`config.mk`:
```
export PLATFORM = sky130hd
export DESIGN_NAME = iirc_mac
export DESIGN_NICKNAME = d
export VERILOG_FILES = /design/src/hdl/iirc_pkg.sv /design/src/hdl/iirc_mac.sv
export SDC_FILE = /design/constraint.sdc
export NUM_CORES = 2
export LEC_CHECK = 0
export BUFFER_PORTS_ARGS = -buffer_cell sky130_fd_sc_hd__buf_4
export CORE_MARGIN = 10
export CORE_UTILIZATION = 50
export CTS_CLUSTER_SIZE = 28
export DETAILED_ROUTE_END_ITERATION = 10
export GPL_ROUTABILITY_DRIVEN = 0
export PLACE_DENSITY = 0.65
export SYNTH_ARGS = -nofsm -noshare
export SYNTH_HDL_FRONTEND = slang
export SYNTH_SLANG_ARGS = --single-unit
```
`constraint.sdc`:
```
create_clock -name i_clk -period 18.4 [get_ports i_clk]
set_input_delay 1.84 -clock i_clk [delete_from_list [all_inputs] [get_ports i_clk]]
set_output_delay 1.84 -clock i_clk [all_outputs]
set_load 0.005 [all_outputs]
```
`src/hdl/iirc_pkg.sv`:
```
`timescale 1ns / 1ps
// Shared constants, register codes and control structs of the 8p8z compensator.
// No dependencies.
package iirc_pkg;

    localparam int ORDER      = 8;
    localparam int FRAC_BITS  = 24;
    localparam int DATA_W     = 32;
    localparam int NUM_COEFFS = 2 * ORDER + 1;
    localparam int CNT_W      = $clog2(NUM_COEFFS);
    localparam int IDX_W      = 5;
    localparam int CFG_IDX_W  = 2;
    localparam int PROD_W     = 2 * DATA_W;

    // configuration register indexes
    localparam logic [CFG_IDX_W-1:0] REG_UPPER_LIMIT  = 2'd0;
    localparam logic [CFG_IDX_W-1:0] REG_INNER_LOWER  = 2'd1;
    localparam logic [CFG_IDX_W-1:0] REG_OUTPUT_LOWER = 2'd2;

    // reset values, Q8.24
    localparam logic signed [DATA_W-1:0] UPPER_LIMIT_RST  = 32'sd16777216;   // 1.0
    localparam logic signed [DATA_W-1:0] INNER_LOWER_RST  = -32'sd15099494;  // -0.9
    localparam logic signed [DATA_W-1:0] OUTPUT_LOWER_RST = 32'sd0;

    // input function codes
    localparam logic FUNC_SAMPLE = 1'b0;
    localparam logic FUNC_COEFF  = 1'b1;

    typedef struct packed {
        logic rotate;   // pass coef/data to the lower neighbor (ring)
        logic shift;    // take history data from the lower neighbor
    } t_cell_ctrl;

    typedef struct packed {
        logic clear;       // zero product and accumulator
        logic accumulate;  // multiply head cell, add previous product
    } t_mac_ctrl;

endpackage

```
`src/hdl/iirc_mac.sv`:
```
`timescale 1ns / 1ps
// Q24 multiply with registered product, followed by a wrapping 32-bit accumulator.
// Depends on iirc_pkg.
module iirc_mac
    import iirc_pkg::*;
(
    input  logic                     i_clk,
    input  t_mac_ctrl                i_ctrl,
    input  logic signed [DATA_W-1:0] i_coef,
    input  logic signed [DATA_W-1:0] i_data,
    output logic signed [DATA_W-1:0] o_acc
);

    logic signed [PROD_W-1:0] w_prod_full;
    logic signed [DATA_W-1:0] r_prod;
    logic signed [DATA_W-1:0] r_acc;

    assign w_prod_full = PROD_W'(i_coef) * PROD_W'(i_data);

    always_ff @(posedge i_clk) begin
        if (i_ctrl.clear) begin
            r_prod <= '0;
            r_acc  <= '0;
        end else if (i_ctrl.accumulate) begin
            // arithmetic shift by FRAC_BITS, keep low word
            r_prod <= w_prod_full[FRAC_BITS +: DATA_W];
            r_acc  <= r_acc + r_prod;
        end
    end

    assign o_acc = r_acc;

endmodule

```
### Word level (Yosys, flattened, before mapping)

Index checks and enable logic that the tools add are counted.

| cells by class | value |
|---|---|
| add/sub/neg operators | 1 |
| multipliers | 1 |

Operator list:

| kind | count |
|---|---|
| $mul 32x32->56 | 1 |
| $add 32x32->32 | 1 |

| storage, ports and cells | value |
|---|---|
| register bits after elaboration | 64 |
| bits of input ports | 67 |
| word-level logic and storage cells | 4 |

### Logic depth before layout (Yosys ltp)

| logic depth | value |
|---|---|
| depth in word-level cells | 1 |
| depth in mapped cells | 28 |
| mapped depth without buffers | 27 |

### Worst setup path before layout

No wires, ideal clock.

| path | value |
|---|---|
| kind | input -> register |
| start point | in i_data[5] |
| end point | reg r_prod[27] |
| setup time | 0.117 ns |
| arrival | 8.804 ns |
| required time | 18.283 ns |
| path slack | 9.479 ns |
| stages on the path | 26 |
| cells stage by stage | clkbuf_1 -> nand2_1 -> fa_1 -> inv_1 -> fa_1 -> fa_1 -> inv_1 -> fa_1 -> inv_1 -> fa_1 -> fa_1 -> fa_1 -> inv_1 -> fa_1 -> inv_1 -> ha_1 -> a211oi_1 -> o211ai_1 -> a2111oi_0 -> o211ai_1 -> a31o_2 -> a21o_1 -> a21oi_2 -> a21oi_1 -> or3_1 -> a32o_1 |

| on the way | value |
|---|---|
| word-level cells in the longest chain between the ends | 1 |

RTL lines:

| element | RTL line | text |
|---|---|---|
| start, declared | iirc_mac.sv:10 | `input logic signed [DATA_W-1:0] i_data,` |
| $mul 32x32->56 | iirc_mac.sv:18 | `assign w_prod_full = PROD_W'(i_coef) * PROD_W'(i_data);` |
| end signal, assigned | iirc_mac.sv:26 | `r_prod <= w_prod_full[FRAC_BITS +: DATA_W];` |
| end, declared | iirc_mac.sv:15 | `logic signed [DATA_W-1:0] r_prod;` |

No other way between the ends.
A chain may end at the register's enable or synchronous reset.

### Final worst setup path

| path | value |
|---|---|
| start point | in i_coef[16] |
| end point | reg r_prod[27] |

| on the way | value |
|---|---|
| word-level cells in the longest chain between the ends | 1 |

RTL lines:

| element | RTL line | text |
|---|---|---|
| start, declared | iirc_mac.sv:9 | `input logic signed [DATA_W-1:0] i_coef,` |
| $mul 32x32->56 | iirc_mac.sv:18 |  |

No other way between the ends.

==> results.md <==
* First-pass GRT wire length at ~160 mm
* GR Overflow Total at 0
* Top cell type's share of synthesized area at a little over half
* Post-cts sizing count at 0
* Clock buffer depth at 2
* Drt drc at 0
* Routed Wire Length at roughly 95 mm
* Iter 0 DRT Violations at about 1,600
* Crit-path max FO at 32
* Setup WS pre-CTS at ~9000 ps
* Worst Setup Start Kind: primary input
* Worst EP required at 18,630 ps
* Fin. Hold Viols at 0
* WP data arrival at ~9600 ps
* Main flop type after synthesis: dfxtp_1
* Largest net degree at the start of global routing at a little over 70
* Die H at 289.7 um
* Final setup violation count at 0
* Area leader, netlist: fa_1
* CTS clk-pin slew, worst paths at 60 ps
* GRT Overall Usage at a little under a quarter
* Final Cycle Share at around half
* Die area at 83,940 sq um
* DRT Pass-1 Iters at 5
* Wire length per cell at around 20 um
* ANT cells at 0
* Tmin final at 9330 ps
* Synth top area cells: fa_1, inv_1, and2_1
* Seq cells post-synth at 64
* Hold Crit Class: reg2reg
* Area share of xor/xnor cells in the synthesized design at around 1.8%
* Post-CTS setup buffers at 0
* Nets at a little over 5,000
* Multiplexer share of the synthesized area at less than 1%
* Post-Syn Nets at slightly above 5,000
* Synth Instances at slightly below 4,000
* Core Region at ~70,000 sq um
* CP Class: in2reg
* Die Span X at 289.7 um
* Synth warnings at 0
* Clock buffers created by TritonCTS at 9
* CTS sink cnt at 64
* Crit path launch: i_coef[16]
* Max Clk Rate at around 0.11 GHz
* Layout cell share with drive strength beyond 1 at approximately 3.5%
* Type of element capturing the critical path: flop
* Setup_tns at 0 ps
* Async set-reset flop share out of synthesis at 0%
* Worst flop-to-flop path startpoint: o_acc[0]
* Max_slew headroom at between 40% and 50%
* H-Tree Depth at 3
* Row count at 98
* Avg Vias per Cell at 5.338
* Synth Cell Area at 36,380 sq um
* Post-route setup slack at slightly above 9000 ps
* Avg Inst Size Synth at slightly above 9 sq um
* Post-Synth Simple-Gate Area at roughly 17%
* Worst hold start: r_prod[28]
* Commonest cells post-synth: fa_1, inv_1, nand2_1
* Routed vias at 25,580
* Outcome: finished, final reports clean
* Hold Worst Slack at 477.5 ps
* Most common cell in the synthesized netlist: fa_1
* Max_cap viols at 0
* Port Buffers at 98
* Post-synth EDFFs at 0
* Seq/Total Area, Yosys at around 3.5%
* Vias in the first global route at roughly 27,000
* Root buf cell: clkbuf_16
* Post-DP HPWL at around 80 mm
* Initial Utilization at 50.63%
* CTS tree: done
* Post-route ant nets at 0
* Unique masters post-synth at 74
* Main combinational cell family by area after synthesis: adder cells
* Hold_buf cts at 0
* Slew Limit Fails at 0
* Final setup skew at around 13 ps
* Synth Area in Adders at 61.04%
* Slew at the pin closest to its max-slew limit at 838.3 ps
* Synth Area in Compound Gates at approximately 4.5%
* Initial antenna violation count at 1
* RSZ-0062 raised after global routing: false
* Skew-Pair Late Insertion Delay at about 340 ps
* Syn-to-layout area delta at 4.024%
* Top Ports at 99
flip-flops by register name, summed over array words and instances (netlist names):
name	flops
o_acc	32
r_prod	32
final cells by class:
type | count | area, sq um
clock buffers | 10 | 229.0
clock inverters | 6 | 107.6
fillers | 6703 | 34010
inverters | 898 | 3371
multi-input cells | 2763 | 30910
flip-flops and latches | 64 | 1281
well taps | 950 | 1189
repair buffers | 101 | 758.2
kinds of logic (layout without fill, tap and decap cells):
kind of cell,after synthesis,in the layout
fa+ha+maj,1185,1185
simple gates,1235,1235
buf+inv,1108,1015
compound gates,233,233
flops,64,64
mux,36,36
xor+xnor,74,74
cell usage in the layout (no fill, tap or decap), types with 49 or more instances in the layout:
master	Yosys	routed
buf_4	0	101
xnor2_1	49	49
a21oi_1	64	64
ha_1	202	202
nand2_1	571	571
inv_1	896	896
fa_1	983	983
and2_1	454	454
nor2_1	94	94
dfxtp_1	64	64
through the flow:
stage | util [%] | instance area [sq um] | instances
after floorplan | - | 36380 | 3935
after global placement | 52.20 | 37500 | 4776
after detailed placement | 52.20 | 37500 | 4776
after CTS | 52.66 | 37840 | 4792
after global routing | 52.66 | 37840 | 4792
final | 52.66 | 37840 | 4792
worst paths after layout:
kind	end	slack [ps]	cells past startpoint
worst max-delay path	r_prod[27]	9070	25
worst min-delay path	r_prod[28]	480	2
worst max register to register	o_acc[30]	14780	13
worst min register to register	r_prod[28]	480	2
metal layers:
metal  wire (um)  global-route usage (%)
met1       38410                   31.71
met3        5154                   2.734
met2       48450                   40.63
met5          13                       0
met4        3143                   6.586
worst max-delay path, cell delays in order:
cell and delay (ps):
buf_4 320, and2_1 210, fa_1 440, fa_1 560, inv_1 60, fa_1 500
fa_1 510, inv_1 50, fa_1 570, fa_1 440, fa_1 490, inv_1 50
fa_1 510, inv_1 50, ha_1 340, a211oi_1 260, o211ai_1 150, a2111oi_0 400
o211ai_1 240, a31o_2 390, a21o_1 240, a21oi_2 250, a21oi_1 110, or3_1 320
a32o_1 240
Power is left out: the tool's default activity adds up to more than one toggle a clock period on the data nets, which glitch-free logic cannot reach.
