### src/hdl/iirc_pkg.sv
`timescale 1ns / 1ps
// Shared constants, register codes and control structs of the 8p8z compensator.
// No dependencies.
package iirc_pkg;

    localparam int ORDER      = 8;
    localparam int FRAC_BITS  = 24;
    localparam int DATA_W     = 32;
    localparam int NUM_COEFFS = 2 * ORDER + 1;
    localparam int CNT_W      = $clog2(NUM_COEFFS);
    localparam int IDX_W      = 5;
    localparam int CFG_IDX_W  = 2;
    localparam int PROD_W     = 2 * DATA_W;

    // configuration register indexes
    localparam logic [CFG_IDX_W-1:0] REG_UPPER_LIMIT  = 2'd0;
    localparam logic [CFG_IDX_W-1:0] REG_INNER_LOWER  = 2'd1;
    localparam logic [CFG_IDX_W-1:0] REG_OUTPUT_LOWER = 2'd2;

    // reset values, Q8.24
    localparam logic signed [DATA_W-1:0] UPPER_LIMIT_RST  = 32'sd16777216;   // 1.0
    localparam logic signed [DATA_W-1:0] INNER_LOWER_RST  = -32'sd15099494;  // -0.9
    localparam logic signed [DATA_W-1:0] OUTPUT_LOWER_RST = 32'sd0;

    // input function codes
    localparam logic FUNC_SAMPLE = 1'b0;
    localparam logic FUNC_COEFF  = 1'b1;

    typedef struct packed {
        logic rotate;   // pass coef/data to the lower neighbor (ring)
        logic shift;    // take history data from the lower neighbor
    } t_cell_ctrl;

    typedef struct packed {
        logic clear;       // zero product and accumulator
        logic accumulate;  // multiply head cell, add previous product
    } t_mac_ctrl;

endpackage

### src/hdl/iirc_cell.sv
`timescale 1ns / 1ps
// One tap cell: a coefficient and a sample, rotated around the ring or shifted
// along the history. Depends on iirc_pkg.
module iirc_cell
    import iirc_pkg::*;
(
    input  logic                     i_clk,
    input  logic                     i_rst_n,
    input  t_cell_ctrl               i_ctrl,
    input  logic                     i_coef_we,
    input  logic signed [DATA_W-1:0] i_coef_wdata,
    input  logic signed [DATA_W-1:0] i_rot_coef,
    input  logic signed [DATA_W-1:0] i_rot_data,
    input  logic signed [DATA_W-1:0] i_shift_data,
    output logic signed [DATA_W-1:0] o_coef,
    output logic signed [DATA_W-1:0] o_data
);

    logic signed [DATA_W-1:0] r_coef;
    logic signed [DATA_W-1:0] r_data;

    always_ff @(posedge i_clk) begin
        if (!i_rst_n) begin
            r_coef <= '0;
            r_data <= '0;
        end else begin
            if (i_coef_we) begin
                r_coef <= i_coef_wdata;
            end else if (i_ctrl.rotate) begin
                r_coef <= i_rot_coef;
            end
            if (i_ctrl.rotate) begin
                r_data <= i_rot_data;
            end else if (i_ctrl.shift) begin
                r_data <= i_shift_data;
            end
        end
    end

    assign o_coef = r_coef;
    assign o_data = r_data;

endmodule

### config.mk
export PLATFORM = sky130hd
export DESIGN_NAME = iirc_cell
export DESIGN_NICKNAME = d
export VERILOG_FILES = /design/src/hdl/iirc_pkg.sv /design/src/hdl/iirc_cell.sv
export SDC_FILE = /design/constraint.sdc
export NUM_CORES = 1
export LEC_CHECK = 0
export BUFFER_PORTS_ARGS = -buffer_cell sky130_fd_sc_hd__buf_2
export CORE_MARGIN = 10
export CORE_UTILIZATION = 30
export DETAILED_ROUTE_END_ITERATION = 10
export HOLD_SLACK_MARGIN = 0.15
export PLACE_DENSITY = 0.59
export SYNTH_ARGS = -nofsm -noshare
export SYNTH_HDL_FRONTEND = slang
export SYNTH_SLANG_ARGS = --single-unit
### constraint.sdc
create_clock -name i_clk -period 2.2 [get_ports i_clk]
set_clock_uncertainty 0.1 [all_clocks]
set_input_delay 0.22 -clock i_clk [delete_from_list [all_inputs] [get_ports i_clk]]
set_output_delay 0.22 -clock i_clk [all_outputs]
set_load 0.02 [all_outputs]
==> key figures, run 1 <==
Synthesis
  • Syn Std Cell Area: 0.00352 sq mm
  • Flops & latches, synth: 64
  • Post-Synth Simple-Gate Area: 11.5%
  • Largest area contributor in the netlist: dfxtp_1
  • FFs w/ async S/R, synth: 0%
  • Most used DFF post-synth: dfxtp_1
  • Synth Area in Compound Gates: ~18%
  • Synth Area in Adders: 0%
  • Synth cell types: 11
  • Post-synthesis xor/xnor area fraction: 0%
  • Seq/Total Area, Yosys: 36.4%
  • Commonest cells post-synth: dfxtp_1, o211a_1, mux2_4
  • Main combinational cell family by area after synthesis: multiplexers
  • Synth Warn #: 0
  • Synth Instances: 284
  • Syn Nets: around 420
  • Syn_area_per_cell: 12.4 sq um
  • Share of Yosys cell area claimed by the top area cell type: 36.4%
  • Number of synthesized flops with an enable pin: 0
  • Synth top area cells: dfxtp_1, mux2_4, o211a_1
  • Mux contribution to synthesized area: 27.1%

CTS
  • Postcts setup bufs: 0
  • Cts bufs inserted: 9
  • CTS H-Tree Depth: 3
  • Post_cts resized: 0
  • Clock Sinks: 64
  • Max clock buf depth: 2
  • CTS Hold Bufs: 125
  • Root buf cell: clkbuf_16

Placement
  • Final Wtd Congestion: 0.731
  • Hpwl dp: 7940 microns
  • Port Buffers: 196
  • Placed inst area: 0.00454 sq mm

Run status
  • Run Error: [ERROR RSZ-0060] Max buffer count reached.
  • Status: stopped before the end
  • Failing step: 4_1_cts

Floorplan
  • FP Rows: 39
  • Die W: 128 microns
  • Top-level I/O count: roughly 200
  • Starting Density: 30.7%
  • Die height: ~130 microns
## per-stage QoR
step                      util (%)  cells  setup WS [ns]  hold slack, ns
after floorplan                  -    284           1.03           0.314
after global placement        39.6    601          0.606           0.428
after detailed placement      39.6    601          0.579           0.434
## kinds of logic after synthesis
| family | Yosys count |
|---|---|
| AOI/OAI and AO/OA | 64 |
| muxes | 64 |
| and+or+nand+nor | 64 |
| DFF | 64 |
| buffers and inverters | 28 |
==> run 2, diff against run 1 <==
--- a/config.mk
+++ b/config.mk
@@ -7,10 +7,9 @@
 export LEC_CHECK = 0
 export BUFFER_PORTS_ARGS = -buffer_cell sky130_fd_sc_hd__buf_2
 export CORE_MARGIN = 10
-export CORE_UTILIZATION = 30
+export CORE_UTILIZATION = 20
 export DETAILED_ROUTE_END_ITERATION = 10
-export HOLD_SLACK_MARGIN = 0.15
-export PLACE_DENSITY = 0.59
+export PLACE_DENSITY_LB_ADDON = 0.15
 export SYNTH_ARGS = -nofsm -noshare
 export SYNTH_HDL_FRONTEND = slang
 export SYNTH_SLANG_ARGS = --single-unit
==> key figures, run 2 <==
Run status
  • Status: finished clean

Synthesis
  • Syn Std Cell Area: 0.00352 sq mm (unchanged)
  • Synth top area cells: dfxtp_1, mux2_4, o211a_1
  • Commonest cells post-synth: dfxtp_1, o211a_1, mux2_4
  • Syn Nets: 417 (unchanged)
  • Largest area contributor in the netlist: dfxtp_1
  • Flops & latches, synth: 64 (unchanged)
  • Number of synthesized flops with an enable pin: 0 (unchanged)
  • Synth cell types: 11 (unchanged)
  • Share of Yosys cell area claimed by the top area cell type: 36.4% (unchanged)
  • Syn_area_per_cell: 12.4 sq um (unchanged)
  • Synth Warn #: 0 (unchanged)
  • Most used DFF post-synth: dfxtp_1
  • Synth Instances: 284 (unchanged)
  • FFs w/ async S/R, synth: 0% (unchanged)
  • Seq/Total Area, Yosys: 36.4% (unchanged)

Layout
  • Antenna diode count: 0
  • P&R area growth vs syn: 41.3%
  • FILL cells: 1842
  • Non-Filler Instances: about 700
  • Footprint of the multi-input gates: 0.00200 sq mm
  • FF+latch area: 0.00128 sq mm
  • Most frequent cells in the layout: buf_2, o211a_1, dfxtp_1, mux2_4, nand2b_1
  • Nets: around 600
  • Share of layout cells above drive strength 1: between 50% and 60%
  • Commonest non-fill, non-tap cell in the layout: buf_2

CTS
  • Clk_lat worst skew: 0.33 ns
  • Max clock buf depth: 2 (unchanged)
  • CTS Hold Bufs: 0 (-100%)
  • Clk pin slew, worst setup/hold paths: 0.06 ns
  • Clock Sinks: 64 (unchanged)
  • Post_cts resized: 0 (unchanged)
  • CTS tree: built
  • Root buf cell: clkbuf_16
  • CTS H-Tree Depth: 3 (unchanged)
  • Cts bufs inserted: 9 (unchanged)
  • Postcts setup bufs: 0 (unchanged)

GRT
  • First-pass GRT wire length: around 18000 microns
  • Total global-route track usage: 9.66%
  • Vias in the first global route: 3337
  • Total grt overflow: 0
  • Initial antenna violation count: 2
  • Largest net degree at the start of global routing: 65

Floorplan
  • Core area: 0.0173 sq mm
  • Die height: 153 microns (+19%)
  • Total die area: 0.0233 sq mm
  • Die W: 153 microns (+19%)
  • Starting Density: 20.3% (-10 points)
  • FP Rows: 48 (+23%)
  • Top-level I/O count: 197 (unchanged)

Critical path
  • Crit end category: flip-flop
  • R2R setup slack: 1.21 ns
  • Top delay family on crit path: buffers and inverters
  • Data arrival, critical path: 1.36 ns
  • Worst setup startpoint: i_ctrl[1]
  • Crit-path max FO: 34
  • Worst reg2reg startpoint: o_coef[11]
  • Data required, critical path: 2.32 ns
  • Crit Path Category: in2reg
  • Reg2Reg Capture Point: o_coef[11]
  • CP most frequent cell: buf_4
  • Crit path buffers/inverters: 2
  • Largest stage delay on the critical path: ~0.52 ns
  • Slowest cell on the critical path: buf_4
  • Setup crit start kind: input port
  • Register-to-Register Path Depth: 2
  • Crit-path cells: buf_4 > buf_4 > nand2b_1 > o211a_1

Timing
  • Min Hold Slack: just under 0.1 ns
  • Rel. slew slack: 56.3%
  • F_max: 0.809 GHz
  • Tightest Pin Transition: 0.656 ns
  • Period utilisation layout: a little under three fifths
  • Final Hold Viols: 0
  • Slew Limit Fails: 0
  • # setup viols final: 0
  • Setup_tns: 0 ns
  • Final min period: approximately 1.2 ns
  • RSZ-0062 raised after global routing: no

Hold path
  • HP Start: i_coef_wdata[6]
  • Hold Path Sink: o_coef[6]
  • Worst min path class: in2reg
  • Hold Path Depth: 3

Detailed routing
  • Met3 Routed Length: 1440 microns
  • Antenna-violating nets left: 0
  • Met2 routed WL: around 5100 microns
  • Uppermost routed layer: met5
  • Drc violations: 0
  • Wire per inst: 16.3 microns
  • Total routed wirelength: about 11000 microns
  • Iter 0 DRT Violations: 102
  • DRT Pass-1 Iters: 4
  • Met1 WL: 4690 microns
  • Via count: 2910
  • DR vias/cell: between 4 and 5

Power
  • Peak supply drop: ~0.00032 V
  • Leakage power: ~0.0029 uW
  • Power Density: 707 mW/mm^2

Placement
  • Hpwl dp: 8390 microns (+5.7%)
  • Placed insts: 685 (+14%)
  • Final Wtd Congestion: 0.721 (-1.3%)
  • Port Buffers: 196 (unchanged)

Job
  • Max-Cap Viols: 0
## run 2: cell counts after synthesis
No cell type changed its count.
## run 2: area by class of cell
class,count,share of cell area [%]
multi-input cells,192,40.2
flip-flops and latches,64,25.8
repair buffers,204,22.2
well taps,225,5.66
clock buffers,11,5.08
clock inverters,5,1.11
## run 2: where the power goes
group	internal, uW	total (uW)	switching [uW]
registers	1250	1290	43.5
logic	399	738	339
clock network	935	1490	551
total	2580	3520	934
## run 2: worst register-to-register path, cell delays in order (launching register included)
cell and delay [ns]:
dfxtp_1 0.32, mux2_4 0.27, o211a_1 0.20
## run 2: layer usage
metal / up-vias / GRT usage [%]
met5: - / 0
met4: 4 / 4.22
met3: 15 / 6.07
met2: 132 / 14.9
met1: 1356 / 10.3
li1: 1403 / -
## run 2: logic make-up (layout without fill, tap and decap cells)
kind of cell | after synthesis | count (layout) | share of synthesized area [%]
AOI/OAI and AO/OA | 64 | 64 | 18.2
buffers and inverters | 28 | 220 | 6.83
DFF | 64 | 64 | 36.4
muxes | 64 | 64 | 27.1
and+or+nand+nor | 64 | 64 | 11.5
## run 2: how the worst max path moves through the flow
stage,cells after the start,slack [ns],to
after global placement,4,0.62,o_data[26]
final,4,0.96,o_data[26]
after CTS,4,0.98,o_data[18]
after detailed placement,4,0.62,o_data[18]
after global routing,4,0.87,o_data[18]
after floorplan,4,1.03,o_coef[10]
## run 2: through the flow
stage	util (%)	setup slack, ns	power (uW)	area [sq um]
5_1_grt	28.8	0.874	3710	4970
2_1_floorplan	-	1.03	1810	3520
3_3_place_gp	27.0	0.622	2060	4670
3_5_place_dp	27.0	0.616	2070	4670
6_report	28.8	0.964	3520	4970
4_1_cts	28.8	0.980	3610	4970
Note: power is estimated with default switching activity, not from simulation.
